## config.mk

```make
export PLATFORM = sky130hd
export DESIGN_NAME = tmrm_scan
export DESIGN_NICKNAME = d
export VERILOG_FILES = /design/src/rtl/tmrm_pkg.sv /design/src/rtl/tmrm_scan.sv
export SDC_FILE = /design/constraint.sdc
export NUM_CORES = 1
export LEC_CHECK = 0
export ABC_CLOCK_PERIOD_IN_PS = 4300
export BUFFER_PORTS_ARGS = -buffer_cell sky130_fd_sc_hd__buf_2
export CORE_MARGIN = 10
export CORE_UTILIZATION = 40
export DETAILED_ROUTE_END_ITERATION = 10
export PLACE_DENSITY = 0.67
export SETUP_SLACK_MARGIN = 0.05
export SYNTH_ARGS = -nofsm -noshare
export SYNTH_HDL_FRONTEND = slang
export SYNTH_SLANG_ARGS = --single-unit
```

## constraint.sdc

```tcl
create_clock -name clk -period 4.3 [get_ports clk]
set_clock_uncertainty 0.1 [all_clocks]
set_input_delay 0.43 -clock clk [delete_from_list [all_inputs] [get_ports clk]]
set_output_delay 0.43 -clock clk [all_outputs]
set_load 0.02 [all_outputs]
```

## src/rtl/tmrm_pkg.sv

```systemverilog
// shared types, sizes, the list length clamp and the move compare function of the tabu move ring match unit
// no dependencies; tmrm_scan and the top level import it
package tmrm_pkg;

	localparam int DEPTH  = 1024;
	localparam int ADDR_W = $clog2(DEPTH);
	localparam int LEN_W  = $clog2(DEPTH + 1);
	localparam int CFG_W  = 11;
	localparam int CITY_W = 10;
	localparam int EXT_W  = (LEN_W > CFG_W) ? LEN_W : CFG_W;

	localparam logic [CFG_W-1:0] LEN_RESET = CFG_W'(1024);

	typedef logic [CITY_W-1:0] city_t;

	typedef struct packed {
		city_t b_next;
		city_t b;
		city_t a_next;
		city_t a;
	} move_t;

	localparam int MOVE_W = $bits(move_t);

	typedef enum logic [1:0] {
		ACT_CHECK = 2'd0,
		ACT_ADD   = 2'd1,
		ACT_CLEAR = 2'd2
	} action_t;

	typedef enum logic {
		SC_IDLE,
		SC_SCAN
	} scan_state_t;

	typedef struct packed {
		logic  start;
		move_t move;
	} scan_req_t;

	typedef struct packed {
		logic idle;
		logic done;
		logic hit;
	} scan_rsp_t;

	function automatic logic [LEN_W-1:0] eff_len(input logic [CFG_W-1:0] cfg);
		logic [EXT_W-1:0] v;
		v = EXT_W'(cfg);
		if (v == '0)
			v = EXT_W'(1);
		if (v > EXT_W'(DEPTH))
			v = EXT_W'(DEPTH);
		return LEN_W'(v);
	endfunction

	function automatic logic move_hit(input move_t e, input move_t m);
		return (e.a == m.a      && e.a_next == m.b      && e.b == m.a_next && e.b_next == m.b_next)
		    || (e.a == m.a_next && e.a_next == m.b_next && e.b == m.a      && e.b_next == m.b)
		    || (e.a == m.b      && e.a_next == m.a      && e.b == m.b_next && e.b_next == m.a_next)
		    || (e.a == m.b_next && e.a_next == m.a_next && e.b == m.b      && e.b_next == m.a);
	endfunction

endpackage

```

## src/rtl/tmrm_scan.sv

```systemverilog
// check sequencer: reads one stored move per cycle and compares the four reorderings
// depends on tmrm_pkg; drives the read port of tmrm_ram
module tmrm_scan (
	input  logic                     clk,
	input  logic                     arst_n,
	input  tmrm_pkg::scan_req_t      req,
	input  logic [tmrm_pkg::LEN_W-1:0]  len,
	input  logic [tmrm_pkg::LEN_W-1:0]  fill,
	output logic                     rd_en,
	output logic [tmrm_pkg::ADDR_W-1:0] rd_addr,
	input  tmrm_pkg::move_t          rd_data,
	output tmrm_pkg::scan_rsp_t      rsp
);

	import tmrm_pkg::*;

	scan_state_t       state_q, state_d;
	logic [LEN_W-1:0]  cnt_q;
	logic              valid_s1;
	logic [ADDR_W-1:0] idx_s1;
	move_t             mv_q;
	move_t             entry;
	logic              issue;
	logic              done;
	logic              match;

	// entries at or above the fill count were never written since clear
	assign entry = (LEN_W'(idx_s1) < fill) ? rd_data : '0;

	always_comb begin
		state_d = state_q;
		issue   = 1'b0;
		done    = 1'b0;
		match   = valid_s1 && move_hit(entry, mv_q);
		unique case (state_q)
			SC_IDLE: begin
				if (req.start)
					state_d = SC_SCAN;
			end
			SC_SCAN: begin
				if (match || (cnt_q == len && !valid_s1)) begin
					done    = 1'b1;
					state_d = SC_IDLE;
				end else if (cnt_q < len) begin
					issue = 1'b1;
				end
			end
			default: state_d = SC_IDLE;
		endcase
	end

	always_ff @(posedge clk or negedge arst_n) begin
		if (!arst_n) begin
			state_q  <= SC_IDLE;
			cnt_q    <= '0;
			valid_s1 <= 1'b0;
		end else begin
			state_q  <= state_d;
			valid_s1 <= issue;
			if (state_q == SC_IDLE && req.start)
				cnt_q <= '0;
			else if (issue)
				cnt_q <= cnt_q + LEN_W'(1);
		end
	end

	always_ff @(posedge clk) begin
		if (state_q == SC_IDLE && req.start)
			mv_q <= req.move;
		idx_s1 <= cnt_q[ADDR_W-1:0];
	end

	assign rd_en    = issue;
	assign rd_addr  = cnt_q[ADDR_W-1:0];
	assign rsp.idle = (state_q == SC_IDLE);
	assign rsp.done = done;
	assign rsp.hit  = match;

	a_done_leaves: assert property (@(posedge clk) disable iff (!arst_n)
		done |=> state_q == SC_IDLE && !valid_s1)
		else $error("scan did not stop after its response");

	a_no_overrun: assert property (@(posedge clk) disable iff (!arst_n)
		issue |-> cnt_q < len)
		else $error("scan read beyond the list length");

endmodule

```

==> parameters.txt <==
Parameter                              Value

Run status
  Status    finished clean

Yosys
  Distinct cells, synth    73
  Number of flops mapped to enable cells by yosys    40
  Synthesized area divided by synthesized cell count    8.05 um^2
  Register bit total from synthesis    63
  Synth top cells by count    76 x sky130_fd_sc_hd__clkbuf_1, 65 x sky130_fd_sc_hd__xnor2_1, 63 x sky130_fd_sc_hd__nor2_1, 48 x sky130_fd_sc_hd__a31oi_1, 40 x sky130_fd_sc_hd__edfxtp_1
  Nets in the synthesized netlist    972
  Post-synth top area share    17.6%
  Syn. warnings    0
  Top cells by area in the synthesized netlist    sky130_fd_sc_hd__edfxtp_1 18%, sky130_fd_sc_hd__xnor2_1 8.4%, sky130_fd_sc_hd__dfrtp_1 4.8%
  Library cell with the highest instance count after synthesis    sky130_fd_sc_hd__clkbuf_1
  Primary FF master, synth    sky130_fd_sc_hd__edfxtp_1
  Share of synthesized registers carrying an async set or reset    20.6%
  Seq/Total Area, Yosys    25.3%
  Biggest area consumer among synthesized cells    sky130_fd_sc_hd__edfxtp_1
  Post-Syn Area    6810 um^2
  Number of cells produced by synthesis    846

Drt
  Mean routed wirelength per cell    23.0 um
  Total iterations of the first detailed-routing run    6
  Total number of vias    7224
  DRT iter0 DRCs    999
  Via density    6.48
  Final wirelength    25600 um
  Number of design rule violations left after detail routing    0
  Antenna violation net count after detailed routing    0

Die
  Full die area    22700 um^2
  Horizontal die dimension    151 um
  Starting density of the core    40.9%
  Area of the core    16600 um^2
  Ports placed on the boundary    119
  Standard-cell row count    47
  Die Height    151 um

Finish
  Area added between synthesis and finish    15.0%
  Count of fill cells added during filler insertion    1614
  Post-layout util    47.1%
  Final Net Count    1015
  Ant diodes    0
  Share of cells above drive strength 1    23.5%
  Area occupied by multi-input gates    4580 um^2
  Area taken by flip-flops and latches    1730 um^2

Clock tree
  TritonCTS clock tree    yes
  Root Buffer Master    sky130_fd_sc_hd__clkbuf_16
  Maximum number of buffers from clock root to sink    2
  Clock transition at the register clock pins on the worst setup and hold paths after CTS    60 ps
  H-tree depth    3
  Insertion delay of the later-clocked pin in the worst-skew pair    350 ps
  TritonCTS Buffers    9
  Clk sinks    63

Setup path
  Type of the setup path with the least slack    flop to primary output
  Setup slack of the most critical reg-to-reg path    530 ps
  Critical Path End Type    primary output
  Highest net fanout along the worst path    14
  Setup crit start kind    flop
  Critical path required time    3770 ps
  Worst endpoint data arrival time    3670 ps

STA
  Highest clock frequency the design can meet    0.238 GHz
  Number of setup violations in the final report    0
  Post-route minimum period    4200 ps
  Endpoints failing hold    0
  Worst hold slack after final layout    150 ps
  Fin crit share    97.7%
  Worst-Margin Slew    987 ps
  Max Transition Viols Final    0
  RSZ-0062 raised after global routing    no
  Slew headroom    34.1%
  Final setup TNS    0 ps

Job
  MaxCap Viol Count    0

Power
  IR drop worst, VDD    0.000232 V
  Static power due to leakage    2.90 nW
  Areal power density over the cells    302 nW/um^2

Min path
  Type of the most critical hold path    primary input to flop

GRT
  Number of global-route vias before repair    6671
  Overflow left after global routing    0
  Largest net degree at the start of global routing    46
  Initial antenna violation count    0
  Overall global routing resource usage    22.3%
  Global-route wire length before repair    39400 um

Placement
  Routability-driven placement congestion ratio    0.999
  Placed wire-length estimate    18500 um
  PortBufs    118
[repair_timing]
action                                 in CTS  in global routing
setup endpoints to repair                   2                  3
gates cloned                                1                  0
pin swaps                                   8                 15
buffers inserted                            4                  3
hold buffers                                1                  0
gates resized for setup                    11                 20
endpoints found under the hold margin      13                  0
[report_power, final]
part / internal (mW) / switching [mW]
Clock: 0.444 / 0.302
Combinational: 0.335 / 0.466
Sequential: 0.718 / 0.0979
Total: 1.50 / 0.866
[cells in the final DEF (no fill, tap or decap), types with 7 or more instances in the layout]
cell type,Yosys,routed
sky130_fd_sc_hd__a21oi_1,35,32
sky130_fd_sc_hd__a21oi_2,4,8
sky130_fd_sc_hd__a22oi_1,7,7
sky130_fd_sc_hd__a31o_1,8,8
sky130_fd_sc_hd__a31oi_1,48,48
sky130_fd_sc_hd__buf_2,10,117
sky130_fd_sc_hd__buf_4,17,24
sky130_fd_sc_hd__clkbuf_16,0,10
sky130_fd_sc_hd__dfrtp_1,13,13
sky130_fd_sc_hd__dfxtp_1,10,8
sky130_fd_sc_hd__edfxtp_1,40,40
sky130_fd_sc_hd__ha_1,21,17
sky130_fd_sc_hd__inv_1,33,32
sky130_fd_sc_hd__nand2_1,39,36
sky130_fd_sc_hd__nand3_1,24,24
sky130_fd_sc_hd__nand4_1,15,15
sky130_fd_sc_hd__nor2_1,63,62
sky130_fd_sc_hd__nor3_1,39,39
sky130_fd_sc_hd__nor4_1,12,12
sky130_fd_sc_hd__nor4bb_1,26,26
sky130_fd_sc_hd__o211ai_1,25,25
sky130_fd_sc_hd__o21a_1,8,8
sky130_fd_sc_hd__o21ai_0,33,32
sky130_fd_sc_hd__o2bb2ai_1,13,13
sky130_fd_sc_hd__o32ai_1,21,21
sky130_fd_sc_hd__xnor2_1,65,65
sky130_fd_sc_hd__xor2_1,26,26
[routing by layer]
| layer | GRT usage, % | vias to the layer above | wire length [um] |
|---|---|---|---|
| li1 | - | 3255 | - |
| met1 | 30.0 | 3440 | 10700 |
| met2 | 33.5 | 452 | 11400 |
| met3 | 5.01 | 77 | 2640 |
| met4 | 9.48 | 0 | 920 |
| met5 | 0 | - | 0 |
[flip-flops by register name, indices dropped and copies added, names as in the netlist]
signal	count
cnt_q	11
idx_s1	10
mv_q	40
state_q	1
valid_s1	1
[kinds of logic (layout without fill, tap and decap cells)]
kind of cell,after synthesis,in the layout,share of synthesized area (%)
muxes,2,2,0.294
buffers and inverters,148,195,9.83
DFF,63,63,25.3
adders and majority gates,21,21,3.86
and+or+nand+nor,261,261,21.2
xor gates and xnor gates,91,91,11.7
AOI/OAI and AO/OA,260,261,27.8
[critical path: stages, from the launching register on]
cell and delay [ps]:
sky130_fd_sc_hd__dfxtp_2 320, sky130_fd_sc_hd__ha_4 270, sky130_fd_sc_hd__and4b_2 300, sky130_fd_sc_hd__a31oi_4 160
sky130_fd_sc_hd__buf_4 180, sky130_fd_sc_hd__nand2_4 160, sky130_fd_sc_hd__buf_4 190, sky130_fd_sc_hd__o21ai_1 90
sky130_fd_sc_hd__a2111oi_2 450, sky130_fd_sc_hd__or4b_4 560, sky130_fd_sc_hd__o21ai_2 150, sky130_fd_sc_hd__o21a_1 180
sky130_fd_sc_hd__nor2_1 60, sky130_fd_sc_hd__nor2_1 110, sky130_fd_sc_hd__buf_4 140
[metrics by stage]
step,setup slack [ps],std cells,power [mW],area (um^2)
2_1_floorplan,661,846,1.33,6810
3_3_place_gp,73.4,1089,1.52,7300
3_5_place_dp,88.0,1089,1.53,7300
4_1_cts,52.5,1111,2.32,7700
5_1_grt,19.0,1114,2.48,7830
6_report,97.2,1114,2.36,7830
[area by class of cell]
class | instances | area share, %
clock buffer | 11 | 3.37
clock inverter | 5 | 0.463
inverter | 33 | 1.58
multi-input combinational | 636 | 58.4
sequential | 63 | 22.1
tap | 220 | 3.51
timing repair buffer | 146 | 10.6
[final timing paths]
kind | startpoint | to | cells after the start
max reg2reg | idx_s1[8]$_DFF_P_ | cnt_q[1]$_DFFE_PN0P_ | 14
min | req[36] | mv_q[36]$_DFFE_PP_ | 1
max | idx_s1[8]$_DFF_P_ | rsp[1] | 14
max in group asynchronous | arst_n | cnt_q[6]$_DFFE_PN0P_ | 2
min reg2reg | cnt_q[1]$_DFFE_PN0P_ | idx_s1[1]$_DFF_P_ | 0
min in group asynchronous | arst_n | state_q$_DFF_PN0_ | 2
Note: power is estimated with default switching activity, not from simulation.
