===== config.mk =====
export PLATFORM = sky130hd
export DESIGN_NAME = tmrm_ram
export DESIGN_NICKNAME = d
export VERILOG_FILES = /design/src/rtl/tmrm_ram.sv
export SDC_FILE = /design/constraint.sdc
export NUM_CORES = 1
export LEC_CHECK = 0
export BUFFER_PORTS_ARGS = -buffer_cell sky130_fd_sc_hd__buf_4
export CORE_UTILIZATION = 55
export DETAILED_ROUTE_END_ITERATION = 8
export GPL_ROUTABILITY_DRIVEN = 0
export GPL_TIMING_DRIVEN = 1
export MAX_ROUTING_LAYER = met4
export PLACE_DENSITY = 0.73
export SLEW_MARGIN = 10
export SYNTH_ARGS = -nofsm -noshare
export SYNTH_HDL_FRONTEND = slang
export SYNTH_SLANG_ARGS = --single-unit

===== constraint.sdc =====
create_clock -name clk -period 1.95 [get_ports clk]
set_input_delay 0.0975 -clock clk [delete_from_list [all_inputs] [get_ports clk]]
set_output_delay 0.0975 -clock clk [all_outputs]
set_load 0.005 [all_outputs]

===== src/rtl/tmrm_ram.sv =====
// generic single write port, single read port ram with registered read data
// no dependencies
module tmrm_ram #(
	parameter int WIDTH = 8,
	parameter int DEPTH = 16
) (
	input  logic                     clk,
	input  logic                     we,
	input  logic [$clog2(DEPTH)-1:0] waddr,
	input  logic [WIDTH-1:0]         wdata,
	input  logic                     re,
	input  logic [$clog2(DEPTH)-1:0] raddr,
	output logic [WIDTH-1:0]         rdata
);

	logic [WIDTH-1:0] mem [DEPTH];

	always_ff @(posedge clk) begin
		if (we)
			mem[waddr] <= wdata;
		if (re)
			rdata <= mem[raddr];
	end

endmodule


==> results by group, run 1 <==
CTS
  • Clock Path Buffers: 2
  • CTS sink count: 136
  • CTS root buffer: clkbuf_8
  • H-tree levels: 4
  • Worst-path clk slew: 60 ps
  • CTS buffer count: 17
  • CTS tree: built
  • Post CTS Setup Buffer Count: 0
  • Clock latency on the worst-skew pair: 520 ps

GRT
  • Vias in the first global route: 2,580
  • Total track usage: 23.47%
  • Initial antenna violation count: 0
  • Total grt overflow: 0
  • Largest net degree at the start of global routing: 33
  • First-pass GRT wire length: 15,060 um

Timing
  • Pins Over Slew Limit: 0
  • Max Freq: 645.6 MHz
  • Final critical-path required period: 1549 ps
  • Worst Tran Pin Value: 463.9 ps
  • Clock Skews: 10.48 ps
  • RSZ-0062 raised after global routing: false
  • Final setup viols: 0
  • Relative slew slack: 69.07%
  • TNS Setup: 0 ps
  • Final period util: 79.43%
  • Final Hold Fails: 0

Worst setup path
  • Required time of the critical path: 2200 ps
  • R2R Path Start: mem[3][7]
  • Worst R2R End: rdata[7]
  • R2R cell count: 3
  • CP Class: reg -> reg
  • CP Capture Type: register
  • Maximum fanout along the worst path: 1
  • Flop2flop setup slack: 400 ps
  • CP Data Arrival Time: 1800 ps
  • Worst setup SP type: register

Pwr
  • Part of the power in registers: 48.8%
  • PwrDens: 1066 nW/um^2
  • Clock group share of total power: 46.2%
  • Sw frac: 19.02%
  • VDD IR max: 0.7046 mV
  • Internal power: 5.495 mW
  • Switching power: 1.290 mW
  • Comb power frac: 4.9%
  • Leakage dissipation: 2.188 nW

Layout
  • Layout net count: 317
  • Post-Route Utilization: 68.91%
  • # diodes: 0
  • Share of layout cells above drive strength 1: 30.65%
  • Fill cells: 561
  • Area grow syn2layout: 21.80%

Flow run
  • # Max-Cap Violations: 0

Floorplanning
  • Die height: 99.49 um
  • Initial Utilization: 56.57%
  • Site row count: 35
  • Core area: 9240 um^2
  • Die area: 9898 um^2
  • Num ports: 27
  • Die X: 99.49 um

Routing
  • Drt wl/cell: 23.66 um
  • Total wire length: 10,390 um
  • DRT Pass-1 Iters: 7
  • Via count: 2,570
  • Vias/cell: 5.854
  • DRT iter0 DRCs: 200
  • DRC: 0
  • ANT nets after route: 0

Logic synthesis
  • Post-synthesis cell area: 5228 um^2
  • Syn nets: 248
  • Instance count of the mapped netlist: 229
  • Avg Cell Area, Syn: 22.83 um^2
  • Post-synthesis register bit count: 136
  • YS warnings: 0
  • Unique masters post-synth: 18
  • Sequential cell area fraction in the yosys report: 78.12%

Min path
  • Hold Path End: mem[4][4]
  • Class of the worst hold path: in -> reg
  • Hold Crit Depth: 3
  • Hold Crit Start: waddr[0]

Place
  • IO Port Bufs: 26
  • Placed wire-length estimate: 6231 um

Run status
  • Outcome: completed
[state kept, by name, summed over array words and instances (netlist names)]
register	count
rdata	8
mem	128
[cells by family after synthesis]
logic type / after synthesis / synth area share (%)
mux: 32 / 14.79
buf+inv: 10 / 1.651
simple gates: 35 / 3.136
flops: 136 / 78.12
compound gates: 16 / 2.298
[worst max path at each step]
| stage | to | startpoint |
|---|---|---|
| floorplan | mem[0][0] | waddr[2] |
| global placement | rdata[5] | raddr[0] |
| detailed placement | rdata[2] | raddr[0] |
| CTS | rdata[7] | mem[3][7] |
| global route | rdata[1] | mem[0][1] |
| finish | rdata[7] | mem[3][7] |
[Yosys cell counts]
library cell     count  area share (%)
nor3_1               4            0.38
nand3b_1             2            0.29
buf_4                1            0.14
clkdlybuf4s25_2      3            0.57
mux4_1              14             7.0
and2b_1              1            0.14
a22oi_1             16             2.3
nand3_1              1           0.096
edfxtp_1           136              78
mux4_2              18             7.8
or3b_2               1            0.17
nor2_1              13            0.93
nor2b_1              1            0.12
and2_1               1            0.12
buf_6                3            0.65
buf_2                3            0.29
nand2_1              9            0.65
nand2b_1             2            0.24
[power by group through the flow]
stage	Combinational (mW)	Sequential [mW]	Clock [mW]
after global routing	0.356	3.32	3.30
after detailed placement	0.318	3.37	0
after CTS	0.337	3.32	3.17
final	0.335	3.31	3.14
after global placement	0.310	3.37	0
after floorplan	0.166	3.37	0
[stage by stage]
stage               setup WS (ps)  std cells  hold WS (ps)  power [mW]  instance area (um^2)
finish                      401.0        439         120.4       6.786                  6367
CTS                         396.1        439         92.70       6.827                  6367
global route                377.3        439         99.97       6.975                  6367
detailed placement          311.1        399         412.1       3.692                  5698
global placement            310.8        399         394.8       3.680                  5698
floorplan                   359.6        229         196.4       3.534                  5228
[critical path, stage by stage (launching register included)]
cell and delay (ps):
edfxtp_1 360, mux4_2 480, a22oi_1 330, nand2_1 120
[layout by cell type (no fill, tap or decap)]
master / n
clkbuf_8: 1
bufinv_16: 4
clkinv_2: 3
mux4_2: 18
nand3_1: 1
and2_1: 1
dlygate4sd3_1: 9
nor3_1: 4
nand2_1: 9
nand2b_1: 2
clkinvlp_4: 1
edfxtp_1: 136
nor2b_1: 1
nor2_1: 13
buf_12: 1
clkbuf_16: 16
nand3b_1: 2
a22oi_1: 16
mux4_1: 14
clkbuf_1: 2
buf_4: 50
clkinv_1: 4
and2b_1: 1
or3b_2: 1
[repair_timing]
action,in CTS,in global routing
hold endpoints to repair,136,0
setup endpoints to repair,0,0
hold buffers,9,0
gates resized for setup,0,0
[per-layer routing]
layer	global-route usage (%)	vias up	part of all wire, %
met2	34.83	112	51
met3	6.535	7	6.9
met5	-	-	0
met4	8.145	0	0.53
met1	31.85	1331	42
li1	-	1120	-
[final cells by class]
type | instances | area (um^2) | area share [%]
clock buffers | 19 | 421.7 | 6.622
flip-flops and latches | 136 | 4084 | 64.14
repair buffers | 60 | 485.5 | 7.624
multi-input cells | 83 | 1057 | 16.60
clock inverters | 12 | 157.7 | 2.476
well taps | 129 | 161.4 | 2.535
Note: power is estimated with default switching activity, not from simulation.
==> inputs of run 2 (changes only) <==
--- a/config.mk
+++ b/config.mk
@@ -5,6 +5,7 @@
 export SDC_FILE = /design/constraint.sdc
 export NUM_CORES = 1
 export LEC_CHECK = 0
+export ABC_AREA = 1
 export BUFFER_PORTS_ARGS = -buffer_cell sky130_fd_sc_hd__buf_4
 export CORE_UTILIZATION = 55
 export DETAILED_ROUTE_END_ITERATION = 8
==> constraint.sdc (replaced) <==
create_clock -name clk -period 1.6 [get_ports clk]
set_input_delay 0.08 -clock clk [delete_from_list [all_inputs] [get_ports clk]]
set_output_delay 0.08 -clock clk [all_outputs]
set_load 0.005 [all_outputs]
==> results by group, run 2 <==
Layout
  • Non-Filler Instances: 753 (+72%)
  • Max FFs per register: 128 (unchanged)
  • Fill cells: 751 (+34%)
  • Leading registers by flop count: mem: 128 flops, rdata: 8 flops
  • Area grow syn2layout: 18.92%
  • Share of layout cells above drive strength 1: 12.80% (-18 points)
  • # diodes: 0 (unchanged)
  • Largest register by flop count: mem
  • Most common cell after layout, fill and taps aside: nand2_1
  • Layout net count: 624 (+97%)
  • Most frequent cells in the layout: 173 x nand2_1, 136 x edfxtp_1, 100 x inv_1, 97 x nand3_1, 46 x buf_4

Logic synthesis
  • Share of the synthesized area in the top cell type: 69.85% (-8.3 points)
  • Most numerous cell in the Yosys netlist: nand2_1
  • Post-synth top area cell: edfxtp_1
  • YS warnings: 0 (unchanged)
  • EDFF count, synth: 136 (unchanged)
  • Unique masters post-synth: 11 (-7)
  • Post-synthesis register bit count: 136 (unchanged)
  • Post-synth top cells: 173 x nand2_1, 136 x edfxtp_1, 100 x inv_1
  • Instance count of the mapped netlist: 551 (+140%)
  • Area contributors post-synth: edfxtp_1 70%, nand2_1 11%, nand3_1 8.3%
  • Synth Area in Simple Gates: 20.76% (+18 points)
  • Avg Cell Area, Syn: 10.61 um^2 (-54%)
  • Sequential cell area fraction in the yosys report: 69.85% (-8.3 points)
  • Syn nets: 570 (+130%)
  • Compound-gate portion of the synthesized area: 0% (-2.3 points)
  • Post-synthesis cell area: 5847 um^2 (+12%)
  • FFs w/ async S/R, synth: 0% (unchanged)
  • Multiplexer share of the synthesized area: 0% (-15 points)
  • Top_reg_cell synth: edfxtp_1
  • Synth Area in Adders: 0% (unchanged)
  • Synth Area in XOR/XNOR: 0% (unchanged)
  • Largest family of logic cells by synthesized area: simple AND/OR/NAND/NOR gates

GRT
  • First-pass GRT wire length: 20,420 um (+36%)
  • Total track usage: 26.61% (+3.1 points)
  • Largest net degree at the start of global routing: 65 (+97%)
  • Initial antenna violation count: 0 (unchanged)
  • Vias in the first global route: 3,804 (+47%)
  • Total grt overflow: 0 (unchanged)

Worst setup path
  • Critical Path Slowest Stage Cell: edfxtp_1
  • CP Capture Type: primary output
  • Buf+Inv Stages, Crit Path: 1 (+1)
  • Required time of the critical path: 1520 ps (-680 ps)
  • Worst setup SP type: register
  • Family with the most delay on the worst path: flip-flops
  • Maximum fanout along the worst path: 1 (unchanged)
  • CP Data Arrival Time: 1110 ps (-690 ps)
  • CP Class: reg -> out
  • CP max stage delay: 430 ps (-50 ps)
  • Crit path cell chain: buf_4

Pwr
  • Leakage dissipation: 3.014 nW (+38%)
  • Final Power: 8.517 mW (+26%)
  • PwrDens: 1225 nW/um^2 (+15%)
  • VDD IR max: 0.7810 mV (+11%)

Timing
  • RSZ-0062 raised after global routing: false
  • Hold WS: 171.6 ps (+51.16 ps)
  • Clock Skews: 9.636 ps (-0.8418 ps)
  • Final setup viols: 0 (unchanged)
  • Worst Tran Pin Value: 402.3 ps (-61.57 ps)
  • Final Hold Fails: 0 (unchanged)
  • PnR worst setup slack: 406.8 ps (+5.763 ps)
  • Relative slew slack: 73.18% (+4.1 points)
  • Final critical-path required period: 1193 ps
  • Pins Over Slew Limit: 0 (unchanged)
  • Max Freq: 838.1 MHz
  • Final period util: 74.58%
  • TNS Setup: 0 ps (unchanged)

Floorplanning
  • Die height: 105.1 um (+5.6%)
  • Initial Utilization: 56.64% (+0.061 points)
  • Die X: 105.1 um (+5.6%)
  • Site row count: 37 (+5.7%)
  • Num ports: 27 (unchanged)
  • Core area: 10,320 um^2 (+12%)
  • Die area: 11,050 um^2 (+12%)

Routing
  • Via count: 3,944 (+53%)
  • Drt wl/cell: 17.30 um (-27%)
  • ANT nets after route: 0 (unchanged)
  • Total wire length: 13,020 um (+25%)
  • Vias/cell: 5.238 (-11%)
  • DRT iter0 DRCs: 451 (+130%)
  • DRT Pass-1 Iters: 5 (-2)
  • DRC: 0 (unchanged)

CTS
  • H-tree levels: 4 (unchanged)
  • Clock latency on the worst-skew pair: 520 ps (about the same)
  • CTS sink count: 136 (unchanged)
  • Post CTS Setup Buffer Count: 0 (unchanged)
  • Hold_buf cts: 10 (+1)
  • CTS tree: built
  • Worst-path clk slew: 60 ps (about the same)
  • Post-cts resize count: 0 (unchanged)
  • Clock Path Buffers: 2 (unchanged)
  • CTS buffer count: 17 (unchanged)
  • CTS root buffer: clkbuf_8

Run status
  • Outcome: completed

Place
  • Placed wire-length estimate: 7789 um (+25%)
  • Inst Count DP: 712 (+78%)
  • Setup WS pre-CTS: 268.0 ps (-43.11 ps)
  • IO Port Bufs: 26 (unchanged)

Flow run
  • # Max-Cap Violations: 0 (unchanged)

Min path
  • Class of the worst hold path: in -> reg
## run 2: changes by cell type in the layout (fill, tap and decap cells not counted), moves of 2 or more
cell / delta
nand2_1: +164
inv_1: +100
nand3_1: +96
mux4_2: -18
a22oi_1: -16
mux4_1: -14
buf_4: -4
nor2_1: +4
nor3_1: -4
buf_12: +2
clkinv_1: -2
clkinv_4: +2
inv_2: +2
nand2b_1: -2
## run 2: worst paths after layout
| path | slack [ps] | endpoint | startpoint | cells after the start |
|---|---|---|---|---|
| setup reg to reg | 450 | rdata[5] | mem[9][5] | 6 |
| hold reg to reg | 730 | rdata[2] | mem[12][2] | 6 |
| hold / removal | 170 | mem[0][6] | we | 4 |
| setup / recovery | 410 | rdata[5] | rdata[5] | 1 |
## run 2: logic make-up (layout without fill, tap and decap cells)
logic type             count (synthesis)  after routing
buffers and inverters                126            192
flip-flops                           136            136
AND/OR/NAND/NOR                      289            289
## run 2: worst reg2reg max path, cell delays in order (launching register included)
cell      delay, ps
edfxtp_1        350
inv_1            60
nand2_1          50
nand3_1         100
nand3_1         110
nand3_1         160
nand2_1          70
## run 2: stage by stage
step	area, um^2	utilization, %
after floorplan	5847	-
after global placement	6256	60.60
after detailed placement	6256	60.60
after CTS	6953	67.35
after global routing	6953	67.35
final	6953	67.35
## run 2: power breakdown
group / switching, mW / internal [mW] / total, mW
combinational: 0.343 / 0.186 / 0.529
sequential: 0.0266 / 4.01 / 4.04
clock: 1.43 / 2.51 / 3.95
total: 1.80 / 6.71 / 8.52
## run 2: cell type report
| class | instances | area, um^2 | area share, % |
|---|---|---|---|
| Clock inverter | 13 | 178.9 | 2.573 |
| Multi-Input combinational cell | 289 | 1214 | 17.46 |
| Sequential cell | 136 | 4084 | 58.74 |
| Tap cell | 136 | 170.2 | 2.447 |
| Timing Repair Buffer | 59 | 505.5 | 7.270 |
| Clock buffer | 18 | 417.9 | 6.010 |
| Inverter | 102 | 382.9 | 5.507 |
## run 2: routing by layer
layer	track usage [%]	part of all wire, %	vias to the layer above
met5	-	0	-
met4	10.87	1.5	0
met3	6.176	7.7	15
met2	40.59	50	179
met1	34.64	40	1859
li1	-	-	1891
==> inputs of run 3 (changes only) <==
==> constraint.sdc (replaced) <==
create_clock -name clk -period 1.1 [get_ports clk]
set_input_delay 0.055 -clock clk [delete_from_list [all_inputs] [get_ports clk]]
set_output_delay 0.055 -clock clk [all_outputs]
set_load 0.005 [all_outputs]
==> results by group, run 3 (synthesis results as in run 2) <==
Timing
  • Final period util: 107.0%
  • Final setup viols: 8 (+8)
  • Clock Skews: 11.32 ps (+1.688 ps)
  • Pins Over Slew Limit: 0 (unchanged)
  • Worst Tran Pin Value: 351.1 ps (-51.20 ps)
  • RSZ-0062 raised after global routing: true
  • Final Hold Fails: 0 (unchanged)
  • Max Freq: 849.7 MHz
  • Relative slew slack: 76.57% (+3.4 points)
  • Hold WS: 35.05 ps (-136.5 ps)
  • PnR worst setup slack: -76.86 ps (-483.7 ps)
  • Final critical-path required period: 1177 ps

Layout
  • Post-Route Utilization: 70.26% (+2.9 points)
  • Multi-input logic area: 1419 um^2 (+17%)
  • Largest register by flop count: mem
  • Fill cells: 715 (-4.8%)
  • Max FFs per register: 128 (unchanged)
  • Final instance area: 7253 um^2 (+4.3%)
  • Most frequent cells in the layout: 165 x nand2_1, 136 x edfxtp_1, 96 x inv_1, 60 x nand3_1, 40 x buf_4
  • # diodes: 0 (unchanged)
  • Layout net count: 628 (+0.64%)
  • Most common cell after layout, fill and taps aside: nand2_1
  • Area grow syn2layout: 24.05%
  • Sequential cell area: 4084 um^2 (unchanged)
  • Leading registers by flop count: mem: 128 flops, rdata: 8 flops
  • Share of layout cells above drive strength 1: 21.74% (+8.9 points)

CTS
  • H-tree levels: 4 (unchanged)
  • Clock Path Buffers: 2 (unchanged)
  • CTS buffer count: 17 (unchanged)
  • CTS sink count: 136 (unchanged)
  • Worst-path clk slew: 60 ps (about the same)
  • Post CTS Setup Buffer Count: 0 (unchanged)
  • CTS tree: built
  • CTS root buffer: clkbuf_8
  • Clock latency on the worst-skew pair: 510 ps (about the same)

Routing
  • Via count: 4,078 (+3.4%)
  • DRC: 0 (unchanged)
  • Total wire length: 13,610 um (+4.5%)
  • ANT nets after route: 0 (unchanged)
  • Vias/cell: 5.387 (+2.9%)
  • DRT iter0 DRCs: 357 (-21%)
  • Drt wl/cell: 17.98 um (+4.0%)
  • DRT Pass-1 Iters: 5 (unchanged)

Worst setup path
  • Crit path cell chain: buf_6
  • CP max stage delay: 450 ps (+20 ps)
  • Buf+Inv Stages, Crit Path: 1 (unchanged)
  • Worst setup SP type: register
  • Maximum fanout along the worst path: 1 (unchanged)
  • Critical Path Slowest Stage Cell: edfxtp_1
  • CP Class: reg -> out
  • CP Data Arrival Time: 1120 ps (about the same)
  • Required time of the critical path: 1040 ps (-480 ps)
  • Family with the most delay on the worst path: flip-flops
  • CP Capture Type: primary output

Floorplanning
  • Core area: 10,320 um^2 (unchanged)
  • Num ports: 27 (unchanged)
  • Site row count: 37 (unchanged)
  • Die height: 105.1 um (unchanged)
  • Initial Utilization: 56.64% (unchanged)
  • Die area: 11,050 um^2 (unchanged)
  • Die X: 105.1 um (unchanged)

Pwr
  • Leakage dissipation: 3.116 nW (+3.4%)
  • Final Power: 12.37 mW (+45%)
  • VDD IR max: 0.9058 mV (+16%)
  • PwrDens: 1705 nW/um^2 (+39%)

Place
  • Placed wire-length estimate: 8476 um (+8.8%)
  • Placed Area: 6336 um^2 (+1.3%)
  • IO Port Bufs: 26 (unchanged)

GRT
  • Largest net degree at the start of global routing: 38 (-42%)
  • First-pass GRT wire length: 21,110 um (+3.4%)
  • Total grt overflow: 0 (unchanged)
  • Vias in the first global route: 3,972 (+4.4%)
  • Initial antenna violation count: 0 (unchanged)
  • Total track usage: 27.24% (+0.63 points)

Min path
  • Class of the worst hold path: in -> reg

Run status
  • Failing checks: setup timing
  • Outcome: finished with violations

Flow run
  • # Max-Cap Violations: 0 (unchanged)
run 3: cell types whose count changed in the layout (fill, tap and decap cells not counted), moves of 2 or more:
cell        previous run  this run
inv_1                100        96
inv_2                  2         6
buf_6                  0         6
clkinv_1               2         0
nand2_2                0         8
buf_12                 3         7
nand3_1               97        60
inv_6                  1         3
buf_4                 46        40
nand3_2                0        37
clkinvlp_4             2         6
nand2_1              173       165
run 3: per-layer routing:
metal  routed length, um  vias to the layer above  share of wire, %  track usage (%)
li1                    -                     1897                 -                -
met1                5180                     1923                38            33.40
met2                6865                      222                50            43.47
met3                1118                       36               8.2            5.178
met4                 448                        0               3.3            13.78
met5                   0                        -                 0                -
run 3: what timing repair did:
| item | CTS | global route |
|---|---|---|
| cloned | 0 | 0 |
| hold buffers | 10 | 0 |
| gates resized for setup | 16 | 39 |
| pin swaps | 1 | 36 |
| endpoints found under the hold margin | 144 | 0 |
| endpoints found under the setup margin | 11 | 14 |
run 3: power by group:
part | internal (mW) | switching (mW)
registers | 5.84 | 0.0463
logic | 0.335 | 0.555
clock network | 3.45 | 2.14
run 3: final cells by class:
type | instances | area share [%]
Tap cell | 136 | 2.346
Multi-Input combinational cell | 289 | 19.56
Clock buffer | 17 | 5.710
Clock inverter | 14 | 2.415
Sequential cell | 136 | 56.31
Timing Repair Buffer | 63 | 8.384
Inverter | 102 | 5.279
run 3: stage by stage:
step                      TNS, ps  cells  worst slack, ps
after floorplan                 0    551            94.16
after global placement     -699.9    716           -129.5
after detailed placement   -873.6    716           -131.4
after CTS                  -326.9    757           -73.80
after global routing       -551.6    757           -76.66
final                      -328.7    757           -76.86
run 3: path summary, 6_finish.rpt:
| path | slack [ps] | endpoint | start | cells after the start |
|---|---|---|---|---|
| max | -80 | rdata[4] | rdata[4] | 1 |
| min | 40 | rdata[6] | raddr[2] | 4 |
| max reg2reg | -20 | rdata[0] | mem[12][0] | 6 |
| min reg2reg | 750 | rdata[7] | mem[10][7] | 6 |
